`src/bptc_pkg.sv`:
```
package bptc_pkg;

    // field widths
    localparam int RAW_W   = 24;
    localparam int CAL_W   = 16;
    localparam int TEMP_W  = 19;
    localparam int PRES_W  = 30;
    localparam int DT_W    = 25;
    localparam int PROD_W  = 42;
    localparam int DD_W    = 50;
    localparam int DL_W    = 18;
    localparam int DV_W    = 19;
    localparam int SQ_W    = 35;
    localparam int WIDE_W  = 42;
    localparam int IDX_W   = 3;

    // compensation constants
    localparam int TEMP_REF   = 2000;
    localparam int TEMP_LOW   = -1500;
    localparam int SH_TEMP    = 23;
    localparam int SH_T2      = 31;
    localparam int SH_PROD    = 21;
    localparam int SH_PRES    = 15;
    localparam int SH_OFF     = 7;
    localparam int SH_SENS    = 8;
    localparam int OFF_SCALE  = 16;
    localparam int SENS_SCALE = 15;
    localparam int C5_SCALE   = 8;
    localparam int SENS_LO_W  = 20;

    // register map
    typedef enum logic [IDX_W-1:0] {
        REG_C1    = 3'd0,
        REG_C2    = 3'd1,
        REG_C3    = 3'd2,
        REG_C4    = 3'd3,
        REG_C5    = 3'd4,
        REG_C6    = 3'd5,
        REG_READY = 3'd6
    } bptc_reg_t;

    typedef struct packed {
        logic [CAL_W-1:0] c1;
        logic [CAL_W-1:0] c2;
        logic [CAL_W-1:0] c3;
        logic [CAL_W-1:0] c4;
        logic [CAL_W-1:0] c5;
        logic [CAL_W-1:0] c6;
        logic             ready;
    } bptc_cal_t;

    // first-order terms handed to the second-order stages
    typedef struct packed {
        logic [RAW_W-1:0]         d1;
        logic                     ok;
        logic                     low;
        logic                     vlow;
        logic signed [DL_W-1:0]   dl;
        logic signed [DV_W-1:0]   dv;
        logic signed [TEMP_W-1:0] temp1;
        logic [DL_W-1:0]          t2;
        logic signed [WIDE_W-1:0] off1;
        logic signed [WIDE_W-1:0] sens1;
    } bptc_fo_t;

    // corrected terms handed to the pressure stages
    typedef struct packed {
        logic [RAW_W-1:0]           d1;
        logic                       ok;
        logic signed [TEMP_W:0]     temp;
        logic signed [WIDE_W-1:0]   off;
        logic signed [WIDE_W-1:0]   sens;
    } bptc_so_t;

endpackage

```
`src/bptc_cal_regs.sv`:
```
module bptc_cal_regs (
    input  logic                           aclk,
    input  logic                           aresetn,
    input  logic                           cfg_we,
    input  logic [bptc_pkg::IDX_W-1:0]     cfg_index,
    input  logic [bptc_pkg::CAL_W-1:0]     cfg_wdata,
    output bptc_pkg::bptc_cal_t            cal
);
    import bptc_pkg::*;

    bptc_cal_t cal_reg, cal_next;

    // register write decode, unknown index ignored
    always_comb begin
        cal_next = cal_reg;
        if (cfg_we) begin
            unique case (bptc_reg_t'(cfg_index))
                REG_C1:    cal_next.c1 = cfg_wdata;
                REG_C2:    cal_next.c2 = cfg_wdata;
                REG_C3:    cal_next.c3 = cfg_wdata;
                REG_C4:    cal_next.c4 = cfg_wdata;
                REG_C5:    cal_next.c5 = cfg_wdata;
                REG_C6:    cal_next.c6 = cfg_wdata;
                REG_READY: cal_next.ready = cfg_wdata[0];
                default:   cal_next = cal_reg;
            endcase
        end
    end

    always_ff @(posedge aclk) begin
        if (!aresetn) begin
            cal_reg <= '0;
        end else begin
            cal_reg <= cal_next;
        end
    end

    assign cal = cal_reg;

endmodule

```
`config.mk`:
```
export PLATFORM = sky130hd
export DESIGN_NAME = bptc_cal_regs
export DESIGN_NICKNAME = d
export VERILOG_FILES = /design/src/bptc_pkg.sv /design/src/bptc_cal_regs.sv
export SDC_FILE = /design/constraint.sdc
export NUM_CORES = 1
export LEC_CHECK = 0
export BUFFER_PORTS_ARGS = -buffer_cell sky130_fd_sc_hd__buf_2
export CAP_MARGIN = 20
export CORE_ASPECT_RATIO = 1.4
export CORE_MARGIN = 3
export CORE_UTILIZATION = 50
export DETAILED_ROUTE_END_ITERATION = 10
export GPL_ROUTABILITY_DRIVEN = 0
export PLACE_DENSITY = 0.86
export SKIP_LAST_GASP = 1
export SLEW_MARGIN = 0
export SYNTH_ARGS = -nofsm -noshare
export SYNTH_HDL_FRONTEND = slang
export SYNTH_SLANG_ARGS = --single-unit
```
`constraint.sdc`:
```
create_clock -name aclk -period 2 [get_ports aclk]
set_input_delay 0.6 -clock aclk [delete_from_list [all_inputs] [get_ports aclk]]
set_output_delay 0.6 -clock aclk [all_outputs]
set_load 0.005 [all_outputs]
```
==> qor.yml <==
final_area_sq_um: 4440
ys_warn_count: 0
grt_first_pass_wirelength_um: 13600
tightest_slew_ps: 326
power_density_nw_per_um2: 794
fp.dieW_um: 77.1
route.detailed.drc: 0
drive_gt1_share_pct: 31.6
drv_cap: 0
ios: 119
antenna_found_initial: 0
grt_max_degree: 35
core_area_sq_um: 6740
grt-ovfl-total: 0
vias: 2776
largest_reg_flops: 97
postPlaceCellArea_sq_um: 4240
final_cell_mix: "buf_2 (117), nand2_1 (113), mux2i_1 (97), dfxtp_1 (97)"
clock_latency_ps: 340
crit_buf_inv: 1
fin_nets: 476
syn_area_sq_um: 3540
final_util_pct: 65.9
p_leak_uw: 0.00249
worst-endpoint-arrival_ps: 830
cts_tree: "done"
drv_slew: 0
clockBufferDepth: 2
max_freq_mhz: 698
rsz0062_at_grt: "false"
dpl.cell_count: 535
slowest_stage: "dfxtp_1"
fin_skew_ps: 0
path_max_fanout: 2
drtAntennaViolNets: 0
postCtsSetupRepairBufs: 0
path_cells: "buf_2"
outcome: "completed"
worst_ir_drop_vdd_uv: 490
holdBufCountCts: 0
critPathLaunchType: "register"
hpwl_um: 6100
cts_made_buffers: 9
postSynthCellCount: 339
initial_utilization_pct: 52.5
die_y_um: 106
clk_transition_reported_paths_ps: 90
fin_tns_setup_ps: 0
fin_crit_sh_pct: 71.7
wl_per_cell_um: 15.3
postCtsResizedCells: 0
ys_ff_latch: 97
cts.htree.levels: 3
worstPathRequired_ps: 1400
viasPerCell: 5.04
antenna_cells: 0
core.rowCount: 35
hold_path.class: "register to register"
slew-limit-headroom_pct: 78.3
syn_to_final_growth_pct: 25.4
first_global_vias: 2693
setup_violations: 0
first_pass_iters: 4
globalRouteTotalUtil_pct: 21.0
layout_commonest_cell: "buf_2"
cpPeakStageDelay_ps: 360
portBuffers: 118
syn_area_per_cell_sq_um: 10.4
cts_root_buf: "clkbuf_8"
drt_iter0_drc: 122
finalHoldViolCount: 0
ys_seq_area_share_pct: 54.8
clock_sinks: 97
min_period_ps: 1430
path_class: "register to primary output"
wl_um: 8420
layoutNonFillerInstCount: 551
crit_family: "flip-flops"
fill_cells: 563
end_kind: "primary output"
ys_types: 13
die_area_sq_um: 8140
synth_nets: 361
[per-stage QoR]
| stage | hold slack, ps | setup slack, ps | power [uW] |
|---|---|---|---|
| finish | 461 | 567 | 3530 |
| global route | 482 | 515 | 3650 |
| CTS | 466 | 548 | 3560 |
| detailed placement | 452 | 207 | 2290 |
| global placement | 441 | 247 | 2280 |
| floorplan | 451 | 348 | 2170 |
[synthesized netlist by cell type, drive strengths merged]
cell	instances	area (sq um)
buf	15	97.6
nor4bb	1	10.0
nand4b	3	26.3
dfxtp	97	1940
nand2	113	424
clkbuf	10	37.5
nand4bb	2	22.5
mux2i	97	971
or4b	1	10.0
[worst paths after layout]
path,startpoint,endpoint,slack (ps),depth (start not counted)
worst min register to register,cal[30],cal[30],460,2
worst max register to register,cal[2],cal[2],1350,2
worst max-delay path,cal[87],cal[87],570,1
worst min-delay path,cal[30],cal[30],460,2
[routing by layer]
metal	wire length, um	GRT usage, %	vias up
met3	486	4.70	13
met4	145	9.03	0
met1	3560	24.9	1316
met5	0	0	-
met2	4230	36.3	97
li1	-	-	1350
[cell families (layout without fill, tap and decap cells)]
kind of cell	count (synthesis)	count (layout)	synth area share [%]
AND/OR/NAND/NOR	120	120	13.9
flip-flops	97	97	54.8
buffers and inverters	25	145	3.82
multiplexers	97	97	27.4
[report_power, final]
part           internal [uW]  switching [uW]
clock network            622             660
registers               1970            22.0
logic                    105             144
[worst register-to-register path: stages (launching register included)]
cell and delay (ps):
dfxtp_1 350, nand2_1 70, mux2i_1 160
[area by class of cell]
type / count / area [sq um] / area share (%)
Multi-Input combinational cell: 217 / 1480 / 33.3
Clock inverter: 5 / 63.8 / 1.44
Tap cell: 92 / 115 / 2.59
Timing Repair Buffer: 129 / 701 / 15.8
Clock buffer: 11 / 141 / 3.18
Sequential cell: 97 / 1940 / 43.7
Power figures use the tool's default switching activity.
