## config.mk

```make
export PLATFORM = sky130hd
export DESIGN_NAME = bptc_pressure
export DESIGN_NICKNAME = d
export VERILOG_FILES = /design/src/bptc_pkg.sv /design/src/bptc_pressure.sv
export SDC_FILE = /design/constraint.sdc
export NUM_CORES = 2
export LEC_CHECK = 0
export ABC_CLOCK_PERIOD_IN_PS = 8600
export BUFFER_PORTS_ARGS = -buffer_cell sky130_fd_sc_hd__buf_2
export CORE_MARGIN = 2
export CORE_UTILIZATION = 59
export DETAILED_ROUTE_END_ITERATION = 10
export GPL_ROUTABILITY_DRIVEN = 1
export PLACE_DENSITY = 0.82
export SYNTH_ARGS = -nofsm -noshare
export SYNTH_HDL_FRONTEND = slang
export SYNTH_SLANG_ARGS = --single-unit
```

## constraint.sdc

```tcl
create_clock -name aclk -period 8.6 [get_ports aclk]
set_input_delay 2.15 -clock aclk [delete_from_list [all_inputs] [get_ports aclk]]
set_output_delay 2.15 -clock aclk [all_outputs]
set_load 0.05 [all_outputs]
```

## src/bptc_pkg.sv

```systemverilog
package bptc_pkg;

    // field widths
    localparam int RAW_W   = 24;
    localparam int CAL_W   = 16;
    localparam int TEMP_W  = 19;
    localparam int PRES_W  = 30;
    localparam int DT_W    = 25;
    localparam int PROD_W  = 42;
    localparam int DD_W    = 50;
    localparam int DL_W    = 18;
    localparam int DV_W    = 19;
    localparam int SQ_W    = 35;
    localparam int WIDE_W  = 42;
    localparam int IDX_W   = 3;

    // compensation constants
    localparam int TEMP_REF   = 2000;
    localparam int TEMP_LOW   = -1500;
    localparam int SH_TEMP    = 23;
    localparam int SH_T2      = 31;
    localparam int SH_PROD    = 21;
    localparam int SH_PRES    = 15;
    localparam int SH_OFF     = 7;
    localparam int SH_SENS    = 8;
    localparam int OFF_SCALE  = 16;
    localparam int SENS_SCALE = 15;
    localparam int C5_SCALE   = 8;
    localparam int SENS_LO_W  = 20;

    // register map
    typedef enum logic [IDX_W-1:0] {
        REG_C1    = 3'd0,
        REG_C2    = 3'd1,
        REG_C3    = 3'd2,
        REG_C4    = 3'd3,
        REG_C5    = 3'd4,
        REG_C6    = 3'd5,
        REG_READY = 3'd6
    } bptc_reg_t;

    typedef struct packed {
        logic [CAL_W-1:0] c1;
        logic [CAL_W-1:0] c2;
        logic [CAL_W-1:0] c3;
        logic [CAL_W-1:0] c4;
        logic [CAL_W-1:0] c5;
        logic [CAL_W-1:0] c6;
        logic             ready;
    } bptc_cal_t;

    // first-order terms handed to the second-order stages
    typedef struct packed {
        logic [RAW_W-1:0]         d1;
        logic                     ok;
        logic                     low;
        logic                     vlow;
        logic signed [DL_W-1:0]   dl;
        logic signed [DV_W-1:0]   dv;
        logic signed [TEMP_W-1:0] temp1;
        logic [DL_W-1:0]          t2;
        logic signed [WIDE_W-1:0] off1;
        logic signed [WIDE_W-1:0] sens1;
    } bptc_fo_t;

    // corrected terms handed to the pressure stages
    typedef struct packed {
        logic [RAW_W-1:0]           d1;
        logic                       ok;
        logic signed [TEMP_W:0]     temp;
        logic signed [WIDE_W-1:0]   off;
        logic signed [WIDE_W-1:0]   sens;
    } bptc_so_t;

endpackage

```

## src/bptc_pressure.sv

```systemverilog
module bptc_pressure (
    input  logic                                aclk,
    input  logic                                aresetn,
    input  logic                                en,
    input  logic                                in_valid,
    input  bptc_pkg::bptc_so_t                  so,
    output logic                                out_valid,
    output logic signed [bptc_pkg::TEMP_W-1:0]  temperature_centi,
    output logic signed [bptc_pkg::PRES_W-1:0]  pressure_centi,
    output logic                                result_valid
);
    import bptc_pkg::*;

    localparam int PL_W   = RAW_W + SENS_LO_W;
    localparam int PH_W   = RAW_W + 1 + WIDE_W - SENS_LO_W;
    localparam int FULL_W = PH_W + SENS_LO_W;
    localparam int Q_W    = FULL_W - SH_PROD;

    // stage 7: partial products of d1 * sens
    logic                       s7_valid_reg;
    logic                       s7_ok_reg;
    logic signed [TEMP_W:0]     s7_temp_reg;
    logic signed [WIDE_W-1:0]   s7_off_reg;
    logic [PL_W-1:0]            s7_pl_reg, s7_pl_next;
    logic signed [PH_W-1:0]     s7_ph_reg, s7_ph_next;

    // stage 8: full product, scaled
    logic                       s8_valid_reg;
    logic                       s8_ok_reg;
    logic signed [TEMP_W:0]     s8_temp_reg;
    logic signed [WIDE_W-1:0]   s8_off_reg;
    logic signed [FULL_W-1:0]   full_prod;
    logic signed [Q_W-1:0]      s8_q_reg;

    // stage 9: output register
    logic                       s9_valid_reg;
    logic                       s9_ok_reg;
    logic signed [TEMP_W-1:0]   s9_temp_reg, s9_temp_next;
    logic signed [PRES_W-1:0]   s9_pres_reg, s9_pres_next;
    logic signed [Q_W:0]        diff;

    assign s7_pl_next = PL_W'(so.d1) * PL_W'(so.sens[SENS_LO_W-1:0]);
    assign s7_ph_next = $signed({1'b0, so.d1}) * $signed(so.sens[WIDE_W-1:SENS_LO_W]);

    assign full_prod = $signed({s7_ph_reg, {SENS_LO_W{1'b0}}})
                     + $signed({{(FULL_W-PL_W){1'b0}}, s7_pl_reg});

    // pressure and zeroed fields when calibration is not trusted
    assign diff         = (Q_W+1)'(s8_q_reg) - (Q_W+1)'(s8_off_reg);
    assign s9_pres_next = s8_ok_reg ? diff[SH_PRES+PRES_W-1:SH_PRES] : '0;
    assign s9_temp_next = s8_ok_reg ? s8_temp_reg[TEMP_W-1:0] : '0;

    // valid bits
    always_ff @(posedge aclk) begin
        if (!aresetn) begin
            s7_valid_reg <= 1'b0;
            s8_valid_reg <= 1'b0;
            s9_valid_reg <= 1'b0;
        end else if (en) begin
            s7_valid_reg <= in_valid;
            s8_valid_reg <= s7_valid_reg;
            s9_valid_reg <= s8_valid_reg;
        end
    end

    // payload
    always_ff @(posedge aclk) begin
        if (en) begin
            s7_ok_reg   <= so.ok;
            s7_temp_reg <= so.temp;
            s7_off_reg  <= so.off;
            s7_pl_reg   <= s7_pl_next;
            s7_ph_reg   <= s7_ph_next;
            s8_ok_reg   <= s7_ok_reg;
            s8_temp_reg <= s7_temp_reg;
            s8_off_reg  <= s7_off_reg;
            s8_q_reg    <= full_prod[FULL_W-1:SH_PROD];
            s9_ok_reg   <= s8_ok_reg;
            s9_temp_reg <= s9_temp_next;
            s9_pres_reg <= s9_pres_next;
        end
    end

    assign out_valid         = s9_valid_reg;
    assign temperature_centi = s9_temp_reg;
    assign pressure_centi    = s9_pres_reg;
    assign result_valid      = s9_ok_reg;

endmodule

```

==> impl_metrics.ini <==
[hold_path]
whs_path_depth = 0
hp-start = s7_off_reg[13]$_DFFE_PP_
whs_endpoint = s8_off_reg[13]$_DFFE_PP_
hold_path.class = flip-flop to flip-flop

[worst_setup_path]
r2r-end = s8_q_reg[32]$_DFFE_PP_
slowest_delay_ns = 0.58
cp_data_arrival_time_ns = 8.62
path_class = primary input to flip-flop
reg2regPathDepth = 10
reg2reg_slack_ns = 5.10
startpoint_type = primary input
crit_slowest_cell = fa_1
critPathMaxFanout = 14
crit_chain = clkbuf_4 -> buf_4 -> nand2_1 -> fa_1 -> inv_1 -> fa_1 -> inv_1 -> fa_1 -> inv_1 -> fa_1 -> fa_1 -> fa_1 -> fa_1 -> ha_1 -> nand2_1 -> o21ai_0 -> nor3_1 -> nor2_1 -> a31oi_1 -> nor4_1 -> a2111oi_2 -> xnor2_1
required_ns = 8.88
critical_path.most_common_cell = fa_1
end_kind = flip-flop
timing.rr.start = s7_pl_reg[21]$_DFFE_PP_

[die]
core_um2 = 76200
floorplan.initialDensity = 0.597
pin_count = 184
row_count = 101
dieArea_um2 = 79400
die_w_um = 282
fp.dieH_um = 282

[clock_network]
clkTransAtPathRegs_ns = 0.07
ctsRootBufferMaster = clkbuf_16
htreeDepth = 1
clock_path_buffers = 3
ctsHoldBuffers = 0
cts_sinks = 292
cts_resized = 0
clock_latency_ns = 0.54
cts_tree = built
cts-buffers-inserted = 25
post_cts.repair.setup_buffers = 0

[yosys]
yosysSeqAreaShare = 0.192
synth_nets = 5965
synth.cell_area_um2 = 45500
syn_area_per_cell_um2 = 9.90
netlist_instances = 4599
synthFlopType = edfxtp_1
ys_seq_elements = 292
synth_warnings = 0
synth_cell_types = 77
synth-edff-count = 289
synthArstFlopShare = 0

[layout]
fin_nets = 6287
drive_gt1_frac = 0.117
final.fill_count = 5657
largest_register_ffs = 46
instances_no_fill = 5972
area_delta_synth_final_pct = 11.2

[route]
first_iter_violations = 2448
vias = 32500
drt-vias-per-instance = 5.45
drc = 0
wl_per_cell_um = 18.2
totalWireLength_um = 109000
dr.pass1.iters = 5
ant_nets = 0

[sta]
layout_min_cycle_time_ns = 8.34
hold_viol_final = 0
slew-limit-headroom = 0.284
max_slew.worst_pin.slew_ns = 1.07
drv_slew = 0
fmax_ghz = 0.120
period_share = 0.970
fin_skew_ns = 0.0185
rsz0062_at_grt = false
tns_ns = 0
setup-violations-final = 0

[placed_design]
hpwl_um = 90700
place_inst = 5924
place.gp.congestion = 0.945
port_buffers = 182

[grt]
grt_overflow = 0
grt_first_pass_wirelength_um = 179000
grt_max_degree = 114
grt_use_total = 0.285
grt_pass1_vias = 35300
antenna_found_initial = 7

[outcome]
status = completed

[run]
maxCapViolations = 0
==> synthesized netlist by cell type (all sizes together) (5+ instances only) <==
cell type,instances,area (um^2)
nor2b,27,169
inv,979,3670
a31oi,20,161
a211o,5,43.8
xnor2,91,797
nor2,43,161
o211ai,13,108
nand3,27,135
edfxtp,289,8680
or3,5,31.3
a21o,73,548
xor2,43,377
clkbuf,209,785
a211oi,10,85.1
nand2b,28,175
o21bai,17,128
and3,28,175
o21ai,77,389
ha,403,5040
mux2i,8,80.1
a21oi,140,708
fa,830,16600
nand2,624,2350
a31o,5,43.8
o31ai,8,103
nand4,35,219
and4,7,61.3
buf,8,42.5
nor3,8,45.0
and2,478,2990
o21a,14,105
==> cells by family (layout without fill, tap and decap cells) <==
logic type | after synthesis | in the layout | synth area share
simple gates | 1320 | 1320 | 0.145
fa+ha+maj | 1233 | 1233 | 0.476
buf+inv | 1196 | 1535 | 0.0989
compound gates | 415 | 415 | 0.0606
flops | 292 | 292 | 0.192
xor+xnor | 134 | 134 | 0.0258
mux | 9 | 9 | 0.00201
other cells | 0 | 4 | 0
==> worst max-delay path: cells and delay by family <==
family | cells | cell delay [ns]
AOI/OAI and AO/OA | 3 | 0.55
xor gates and xnor gates | 1 | 0.41
adders and majority gates | 8 | 3.83
buffers and inverters | 5 | 0.74
and+or+nand+nor | 5 | 0.89
==> worst max path at each step <==
stage / to / start / cells after the start
5_1_grt: s7_pl_reg[43]$_DFFE_PP_ / so[123] / 22
2_1_floorplan: s7_ph_reg[44]$_DFFE_PP_ / so[115] / 24
6_report: s7_pl_reg[43]$_DFFE_PP_ / so[123] / 22
3_3_place_gp: s7_pl_reg[37]$_DFFE_PP_ / so[123] / 24
3_5_place_dp: s7_pl_reg[43]$_DFFE_PP_ / so[123] / 22
4_1_cts: s7_pl_reg[43]$_DFFE_PP_ / so[123] / 22
==> layout make-up <==
class,count,area [um^2],area share
antenna,4,10.0,0.000198
timing repair buffer,512,3780,0.0747
clock buffer,28,637,0.0126
sequential,292,8740,0.173
inverter,979,3670,0.0726
tap,1030,1290,0.0255
multi-input combinational,3111,32300,0.638
clock inverter,16,218,0.00430
==> per-stage QoR <==
step / hold WS, ns / utilization / instance area (um^2) / setup WS [ns]
finish: 0.419 / 0.664 / 50600 / 0.256
global route: 0.422 / 0.664 / 50600 / 0.0109
floorplan: 0.400 / - / 45500 / 0.334
CTS: 0.419 / 0.664 / 50600 / 0.219
global placement: 0.402 / 0.653 / 49700 / -0.198
detailed placement: 0.405 / 0.653 / 49700 / -0.326
==> metal layers <==
metal  track usage  up-vias  wire length [um]  part of all wire
li1              -    14700                 -                 -
met3        0.0617      252             10500             0.096
met2         0.473     1418             51500              0.47
met1         0.376    16100             42900              0.39
met5             0        -                43           0.00040
met4        0.0926        6              3760             0.035
==> layout by cell type (no fill, tap or decap), types with 5 or more instances in the layout <==
cell / count
and3_1: 28
fa_1: 830
nor2_1: 43
buf_12: 30
o21ai_1: 15
o21a_1: 14
clkbuf_16: 25
bufinv_16: 5
edfxtp_1: 289
a211o_1: 5
a21oi_1: 138
nor2b_1: 27
mux2i_1: 8
buf_2: 178
nand3_1: 27
a21o_1: 73
xor2_1: 43
o21ai_0: 61
and2_1: 478
a31oi_1: 17
inv_1: 978
o21bai_1: 17
nand2_1: 622
or3_1: 5
xnor2_1: 91
and4_1: 7
o211ai_1: 11
nand4_1: 35
nand2b_1: 28
a211oi_1: 8
nor3_1: 7
ha_1: 403
buf_4: 300
Power is left out: the tool's default activity adds up to more than one toggle a clock period on the data nets, which glitch-free logic cannot reach.
