<file path="src/bptc_pkg.sv">
package bptc_pkg;

    // field widths
    localparam int RAW_W   = 24;
    localparam int CAL_W   = 16;
    localparam int TEMP_W  = 19;
    localparam int PRES_W  = 30;
    localparam int DT_W    = 25;
    localparam int PROD_W  = 42;
    localparam int DD_W    = 50;
    localparam int DL_W    = 18;
    localparam int DV_W    = 19;
    localparam int SQ_W    = 35;
    localparam int WIDE_W  = 42;
    localparam int IDX_W   = 3;

    // compensation constants
    localparam int TEMP_REF   = 2000;
    localparam int TEMP_LOW   = -1500;
    localparam int SH_TEMP    = 23;
    localparam int SH_T2      = 31;
    localparam int SH_PROD    = 21;
    localparam int SH_PRES    = 15;
    localparam int SH_OFF     = 7;
    localparam int SH_SENS    = 8;
    localparam int OFF_SCALE  = 16;
    localparam int SENS_SCALE = 15;
    localparam int C5_SCALE   = 8;
    localparam int SENS_LO_W  = 20;

    // register map
    typedef enum logic [IDX_W-1:0] {
        REG_C1    = 3'd0,
        REG_C2    = 3'd1,
        REG_C3    = 3'd2,
        REG_C4    = 3'd3,
        REG_C5    = 3'd4,
        REG_C6    = 3'd5,
        REG_READY = 3'd6
    } bptc_reg_t;

    typedef struct packed {
        logic [CAL_W-1:0] c1;
        logic [CAL_W-1:0] c2;
        logic [CAL_W-1:0] c3;
        logic [CAL_W-1:0] c4;
        logic [CAL_W-1:0] c5;
        logic [CAL_W-1:0] c6;
        logic             ready;
    } bptc_cal_t;

    // first-order terms handed to the second-order stages
    typedef struct packed {
        logic [RAW_W-1:0]         d1;
        logic                     ok;
        logic                     low;
        logic                     vlow;
        logic signed [DL_W-1:0]   dl;
        logic signed [DV_W-1:0]   dv;
        logic signed [TEMP_W-1:0] temp1;
        logic [DL_W-1:0]          t2;
        logic signed [WIDE_W-1:0] off1;
        logic signed [WIDE_W-1:0] sens1;
    } bptc_fo_t;

    // corrected terms handed to the pressure stages
    typedef struct packed {
        logic [RAW_W-1:0]           d1;
        logic                       ok;
        logic signed [TEMP_W:0]     temp;
        logic signed [WIDE_W-1:0]   off;
        logic signed [WIDE_W-1:0]   sens;
    } bptc_so_t;

endpackage

</file>
<file path="src/bptc_second_order.sv">
module bptc_second_order (
    input  logic                  aclk,
    input  logic                  aresetn,
    input  logic                  en,
    input  logic                  in_valid,
    input  bptc_pkg::bptc_fo_t    fo,
    output logic                  out_valid,
    output bptc_pkg::bptc_so_t    out
);
    import bptc_pkg::*;

    // stage 4: squares and corrected temperature
    logic                       s4_valid_reg;
    logic [RAW_W-1:0]           s4_d1_reg;
    logic                       s4_ok_reg;
    logic                       s4_low_reg;
    logic                       s4_vlow_reg;
    logic signed [TEMP_W:0]     s4_temp_reg, s4_temp_next;
    logic signed [WIDE_W-1:0]   s4_off1_reg;
    logic signed [WIDE_W-1:0]   s4_sens1_reg;
    logic [SQ_W-1:0]            s4_dl2_reg, s4_dl2_next;
    logic [SQ_W-1:0]            s4_dv2_reg, s4_dv2_next;
    logic signed [2*DL_W-1:0]   dl_sq;
    logic signed [2*DV_W-1:0]   dv_sq;

    // stage 5: scaled correction terms
    logic                       s5_valid_reg;
    logic [RAW_W-1:0]           s5_d1_reg;
    logic                       s5_ok_reg;
    logic                       s5_low_reg;
    logic                       s5_vlow_reg;
    logic signed [TEMP_W:0]     s5_temp_reg;
    logic signed [WIDE_W-1:0]   s5_off1_reg;
    logic signed [WIDE_W-1:0]   s5_sens1_reg;
    logic [SQ_W+2:0]            five_dl2;
    logic [SQ_W+3:0]            seven_dv2;
    logic [SQ_W+3:0]            eleven_dv2;
    logic [SQ_W+1:0]            s5_off2_reg;
    logic [SQ_W:0]              s5_sens2_reg;
    logic [SQ_W+3:0]            s5_off3_reg;
    logic [SQ_W+2:0]            s5_sens3_reg;

    // stage 6: corrected offset and sensitivity
    logic                       s6_valid_reg;
    bptc_so_t                   s6_reg, s6_next;
    logic [SQ_W+4:0]            sub_off;
    logic [SQ_W+4:0]            sub_sens;

    assign dl_sq       = fo.dl * fo.dl;
    assign dv_sq       = fo.dv * fo.dv;
    assign s4_dl2_next = dl_sq[SQ_W-1:0];
    assign s4_dv2_next = dv_sq[SQ_W-1:0];
    assign s4_temp_next = (TEMP_W+1)'(fo.temp1)
                        - (fo.low ? $signed({2'b0, fo.t2}) : '0);

    // constant multiples by shift, add and subtract
    assign five_dl2   = {s4_dl2_reg, 2'b00} + (SQ_W+3)'(s4_dl2_reg);
    assign seven_dv2  = {s4_dv2_reg, 3'b000} - (SQ_W+4)'(s4_dv2_reg);
    assign eleven_dv2 = {s4_dv2_reg, 3'b000} + (SQ_W+4)'({s4_dv2_reg, 1'b0})
                      + (SQ_W+4)'(s4_dv2_reg);

    // terms apply below 20 C, the third one below -15 C
    always_comb begin
        sub_off  = '0;
        sub_sens = '0;
        if (s5_low_reg) begin
            sub_off  = (SQ_W+5)'(s5_off2_reg)
                     + (s5_vlow_reg ? (SQ_W+5)'(s5_off3_reg) : '0);
            sub_sens = (SQ_W+5)'(s5_sens2_reg)
                     + (s5_vlow_reg ? (SQ_W+5)'(s5_sens3_reg) : '0);
        end
    end

    always_comb begin
        s6_next      = '0;
        s6_next.d1   = s5_d1_reg;
        s6_next.ok   = s5_ok_reg;
        s6_next.temp = s5_temp_reg;
        s6_next.off  = s5_off1_reg - $signed({2'b0, sub_off});
        s6_next.sens = s5_sens1_reg - $signed({2'b0, sub_sens});
    end

    // valid bits
    always_ff @(posedge aclk) begin
        if (!aresetn) begin
            s4_valid_reg <= 1'b0;
            s5_valid_reg <= 1'b0;
            s6_valid_reg <= 1'b0;
        end else if (en) begin
            s4_valid_reg <= in_valid;
            s5_valid_reg <= s4_valid_reg;
            s6_valid_reg <= s5_valid_reg;
        end
    end

    // payload
    always_ff @(posedge aclk) begin
        if (en) begin
            s4_d1_reg    <= fo.d1;
            s4_ok_reg    <= fo.ok;
            s4_low_reg   <= fo.low;
            s4_vlow_reg  <= fo.vlow;
            s4_temp_reg  <= s4_temp_next;
            s4_off1_reg  <= fo.off1;
            s4_sens1_reg <= fo.sens1;
            s4_dl2_reg   <= s4_dl2_next;
            s4_dv2_reg   <= s4_dv2_next;
            s5_d1_reg    <= s4_d1_reg;
            s5_ok_reg    <= s4_ok_reg;
            s5_low_reg   <= s4_low_reg;
            s5_vlow_reg  <= s4_vlow_reg;
            s5_temp_reg  <= s4_temp_reg;
            s5_off1_reg  <= s4_off1_reg;
            s5_sens1_reg <= s4_sens1_reg;
            s5_off2_reg  <= five_dl2[SQ_W+2:1];
            s5_sens2_reg <= five_dl2[SQ_W+2:2];
            s5_off3_reg  <= seven_dv2;
            s5_sens3_reg <= eleven_dv2[SQ_W+3:1];
            s6_reg       <= s6_next;
        end
    end

    assign out_valid = s6_valid_reg;
    assign out       = s6_reg;

endmodule

</file>
<file path="config.mk">
export PLATFORM = sky130hd
export DESIGN_NAME = bptc_second_order
export DESIGN_NICKNAME = d
export VERILOG_FILES = /design/src/bptc_pkg.sv /design/src/bptc_second_order.sv
export SDC_FILE = /design/constraint.sdc
export NUM_CORES = 2
export LEC_CHECK = 0
export ABC_CLOCK_PERIOD_IN_PS = 11380
export BUFFER_PORTS_ARGS = -buffer_cell sky130_fd_sc_hd__clkbuf_2
export CORE_MARGIN = 2
export CORE_UTILIZATION = 40
export DETAILED_ROUTE_END_ITERATION = 8
export GPL_TIMING_DRIVEN = 0
export HOLD_SLACK_MARGIN = 0.03
export PLACE_DENSITY_LB_ADDON = 0.08
export SLEW_MARGIN = 15
export SYNTH_ARGS = -nofsm -noshare
export SYNTH_HDL_FRONTEND = slang
export SYNTH_SLANG_ARGS = --single-unit
</file>
<file path="constraint.sdc">
create_clock -name aclk -period 11.38 [get_ports aclk]
set_input_delay 1.138 -clock aclk [delete_from_list [all_inputs] [get_ports aclk]]
set_output_delay 1.138 -clock aclk [all_outputs]
set_load 0.03 [all_outputs]
</file>
==> run_results.csv <==
group,metric,value,unit
grt,use_met1,26.89,%
cells_and_area,multi_input_area,0.03373,mm2
grt,grt_use_met3,1.991,%
cells_and_area,regArea,0.01718,mm2
routing,firstDrtPassIters,6,
clock_tree,hold_buffers,0,
clock_tree,numCtsBuffers,61,
synth,yosys_warnings,0,
grt,grt_pass1_vias,38820,
routing,wire_per_inst,18.26,um
routing,drt-vias-per-instance,5.002,
setup_path,critPathCaptureType,"register",
setup_path,crit_end,"s4_dl2_reg[34]",
placement,portBuffers,311,
setup_path,crit_chain,"clkbuf_2, clkbuf_1, clkbuf_1, nand2_1, inv_1, fa_1, fa_1, inv_1, fa_1, fa_1, inv_1, fa_1, inv_1, fa_1, inv_1, ha_1, a21o_1, a21oi_1, o211a_1, o311a_1, o311ai_1, nand3_1, and4_1, nor3_1",
synth,synth_compound_area_share,10.83,%
cells_and_area,fin_util,44.77,%
synth,synth.most_common_cell,"inv_1",
worst_hold_path,hold_class,"register to register",
sta,rsz0062_at_grt,"false",
synth,syn_avg_cell_area,10.59,um2
cells_and_area,syn_to_final_growth,10.88,%
sta,timing.fmax,0.1186,GHz
sta,period_needed,8.432,ns
synth,ys_top_cells_by_area,"edfxtp_1 (31%), fa_1 (23%), ha_1 (11%)",
synth,synth_top_family_by_area,"adder cells",
routing,via_count,36940,
setup_path,r2r_end,"out[41]",
setup_path,slowest_delay,0.65,ns
routing,drt_wl_total,134.9,mm
setup_path,critPathRequiredTime,11.73,ns
synth,synth_top_area_share,31.26,%
clock_tree,cts.sinks,573,
clock_tree,cts_resized,0,
synth,ys_top_cells_by_count,"inv_1 (924), fa_1 (642), edfxtp_1 (570), ha_1 (482), nand2_1 (414)",
worst_hold_path,whs_path_depth,0,
synth,yosysSeqAreaShare,31.37,%
setup_path,cp_common_cell,"fa_1",
setup_path,ff2ff_path_depth,23,
setup_path,regToRegStartpoint,"s5_vlow_reg",
synth,ys_seq_elements,573,
routing,ant_nets,0,
synth,yosysTopAreaCell,"edfxtp_1",
floorplanning,die_width,374.0,um
setup_path,crit_start,"fo[144]",
clock_tree,clkLatencyLatePin,0.65,ns
floorplanning,rows,135,
placement,place_hpwl,111.2,mm
grt,grt_usage,19.47,%
floorplanning,core_area,0.1356,mm2
clock_tree,cts.clk_slew.worst_paths,0.07,ns
grt,grt_util_met2,33.20,%
synth,yosys.area_share.adder,34.48,%
synth,synth_edf_count,570,
clock_tree,cts_tree,"built",
sta,final-max-slew-violation-count,0,
routing,drc_errors,0,
cells_and_area,fin_nets,6863,
status,outcome,"completed",
synth,synthesis.nets,6483,
cells_and_area,largest_reg_flops,129,
floorplanning,die_area,0.1399,mm2
setup_path,slowest_stage,"o311ai_1",
setup_path,critPathLaunchType,"input pin",
sta,hold_ws,0.3918,ns
floorplanning,initial_utilization,40.37,%
setup_path,worstSetupPathType,"input pin to register",
clock_tree,root_buffer,"clkbuf_16",
sta,tightest_slew,0.9922,ns
setup_path,path_max_fanout,10,
run,drv_cap,0,
setup_path,reg2reg_slack,4.25,ns
cells_and_area,n_fill_cell,13120,
grt,grt_max_degree,100,
setup_path,path_buf_inv,8,
grt,grt_pass1_wl,214.8,mm
synth,synth_top_flop_cell,"edfxtp_1",
floorplanning,ios,319,
setup_path,critical-path-top-delay-family,"adder cells",
sta,finalHoldViolCount,0,
clock_tree,h-tree-depth,2,
synth,synth-simple-area-share,11.11,%
routing,drt_iter0_drc,1858,
grt,grt_busiest_layer,"met2",
sta,relSlewSlack,33.85,%
synth,async_flop_share,0,%
sta,setup_viol_count_final,0,
cells_and_area,drive_gt1_share,8.229,%
setup_path,crit_cells,24,
synth,muxShareOfSynthArea,0.2673,%
clock_tree,postCtsSetupBuffers,0,
sta,setup_tns,0,ns
floorplanning,die_h,374.0,um
synth,synthCells,5170,
placement,gp_congestion,0.8731,
sta,worst_clock_skew,0.02637,ns
clock_tree,cts_buffer_depth,3,
grt,grt_overflow,0,
synth,synth-xor-area-share,4.894,%
sta,period_share,74.09,%
grt,antenna_found_initial,4,
setup_path,cp.arrival,8.79,ns
synth,synth.distinct_cells,92,
synth,netlist_area,0.05476,mm2
final cells by class:
| cell class | instances | area share (%) |
|---|---|---|
| diodes | 2 | 0.008242 |
| clock buffers | 67 | 2.551 |
| plain buffers | 102 | 0.6326 |
| clock inverters | 48 | 0.7336 |
| inverters | 924 | 5.712 |
| repair buffers | 317 | 2.850 |
| flip-flops and latches | 573 | 28.29 |
| well taps | 1781 | 3.670 |
| multi-input cells | 3571 | 55.56 |
layer usage:
metal  part of all wire, %  routed length, um
met5                 0.020                 27
met4                   1.9               2516
met3                   3.7               4973
met2                    48              64430
met1                    47              62930
worst min-delay path by stage:
| stage | start | to |
|---|---|---|
| after floorplan | s5_temp_reg[16] | out[100] |
| after global placement | s4_d1_reg[23] | s5_d1_reg[23] |
| after detailed placement | s5_d1_reg[13] | out[118] |
| after CTS | s4_temp_reg[18] | s5_temp_reg[18] |
| after global routing | s4_temp_reg[18] | s5_temp_reg[18] |
| final | s4_temp_reg[18] | s5_temp_reg[18] |
logic make-up (layout without fill, tap and decap cells):
logic type,count (synthesis),in the layout
AOI/OAI and AO/OA,890,890
xor gates and xnor gates,306,306
adders and majority gates,1124,1124
buffers and inverters,1026,1458
DFF,573,573
muxes,14,14
other,2,4
and+or+nand+nor,1235,1235
metrics by stage:
step,area (um2),cells,worst slack [ns]
floorplan,54760,5170,3.907
global placement,58550,7262,-0.9168
detailed placement,58720,7268,2.268
CTS,60720,7383,2.930
global route,60720,7385,2.630
finish,60720,7385,2.948
placed cells by master (no fill, tap or decap), types with 61 or more instances in the layout:
master	synthesis	layout
clkbuf_1	98	104
ha_1	482	482
xor2_1	81	81
o21ai_0	141	141
inv_1	924	924
a21o_1	126	126
clkbuf_16	0	61
a21oi_1	258	258
xnor2_1	225	225
and2_1	199	199
nor3_1	61	61
edfxtp_1	570	570
nand2_1	414	414
nor2_1	215	215
clkbuf_2	0	310
fa_1	642	642
nand3_1	81	81
Power is not shown: default switching activity piles up to over one toggle a cycle in this logic, so the estimate is an artifact.
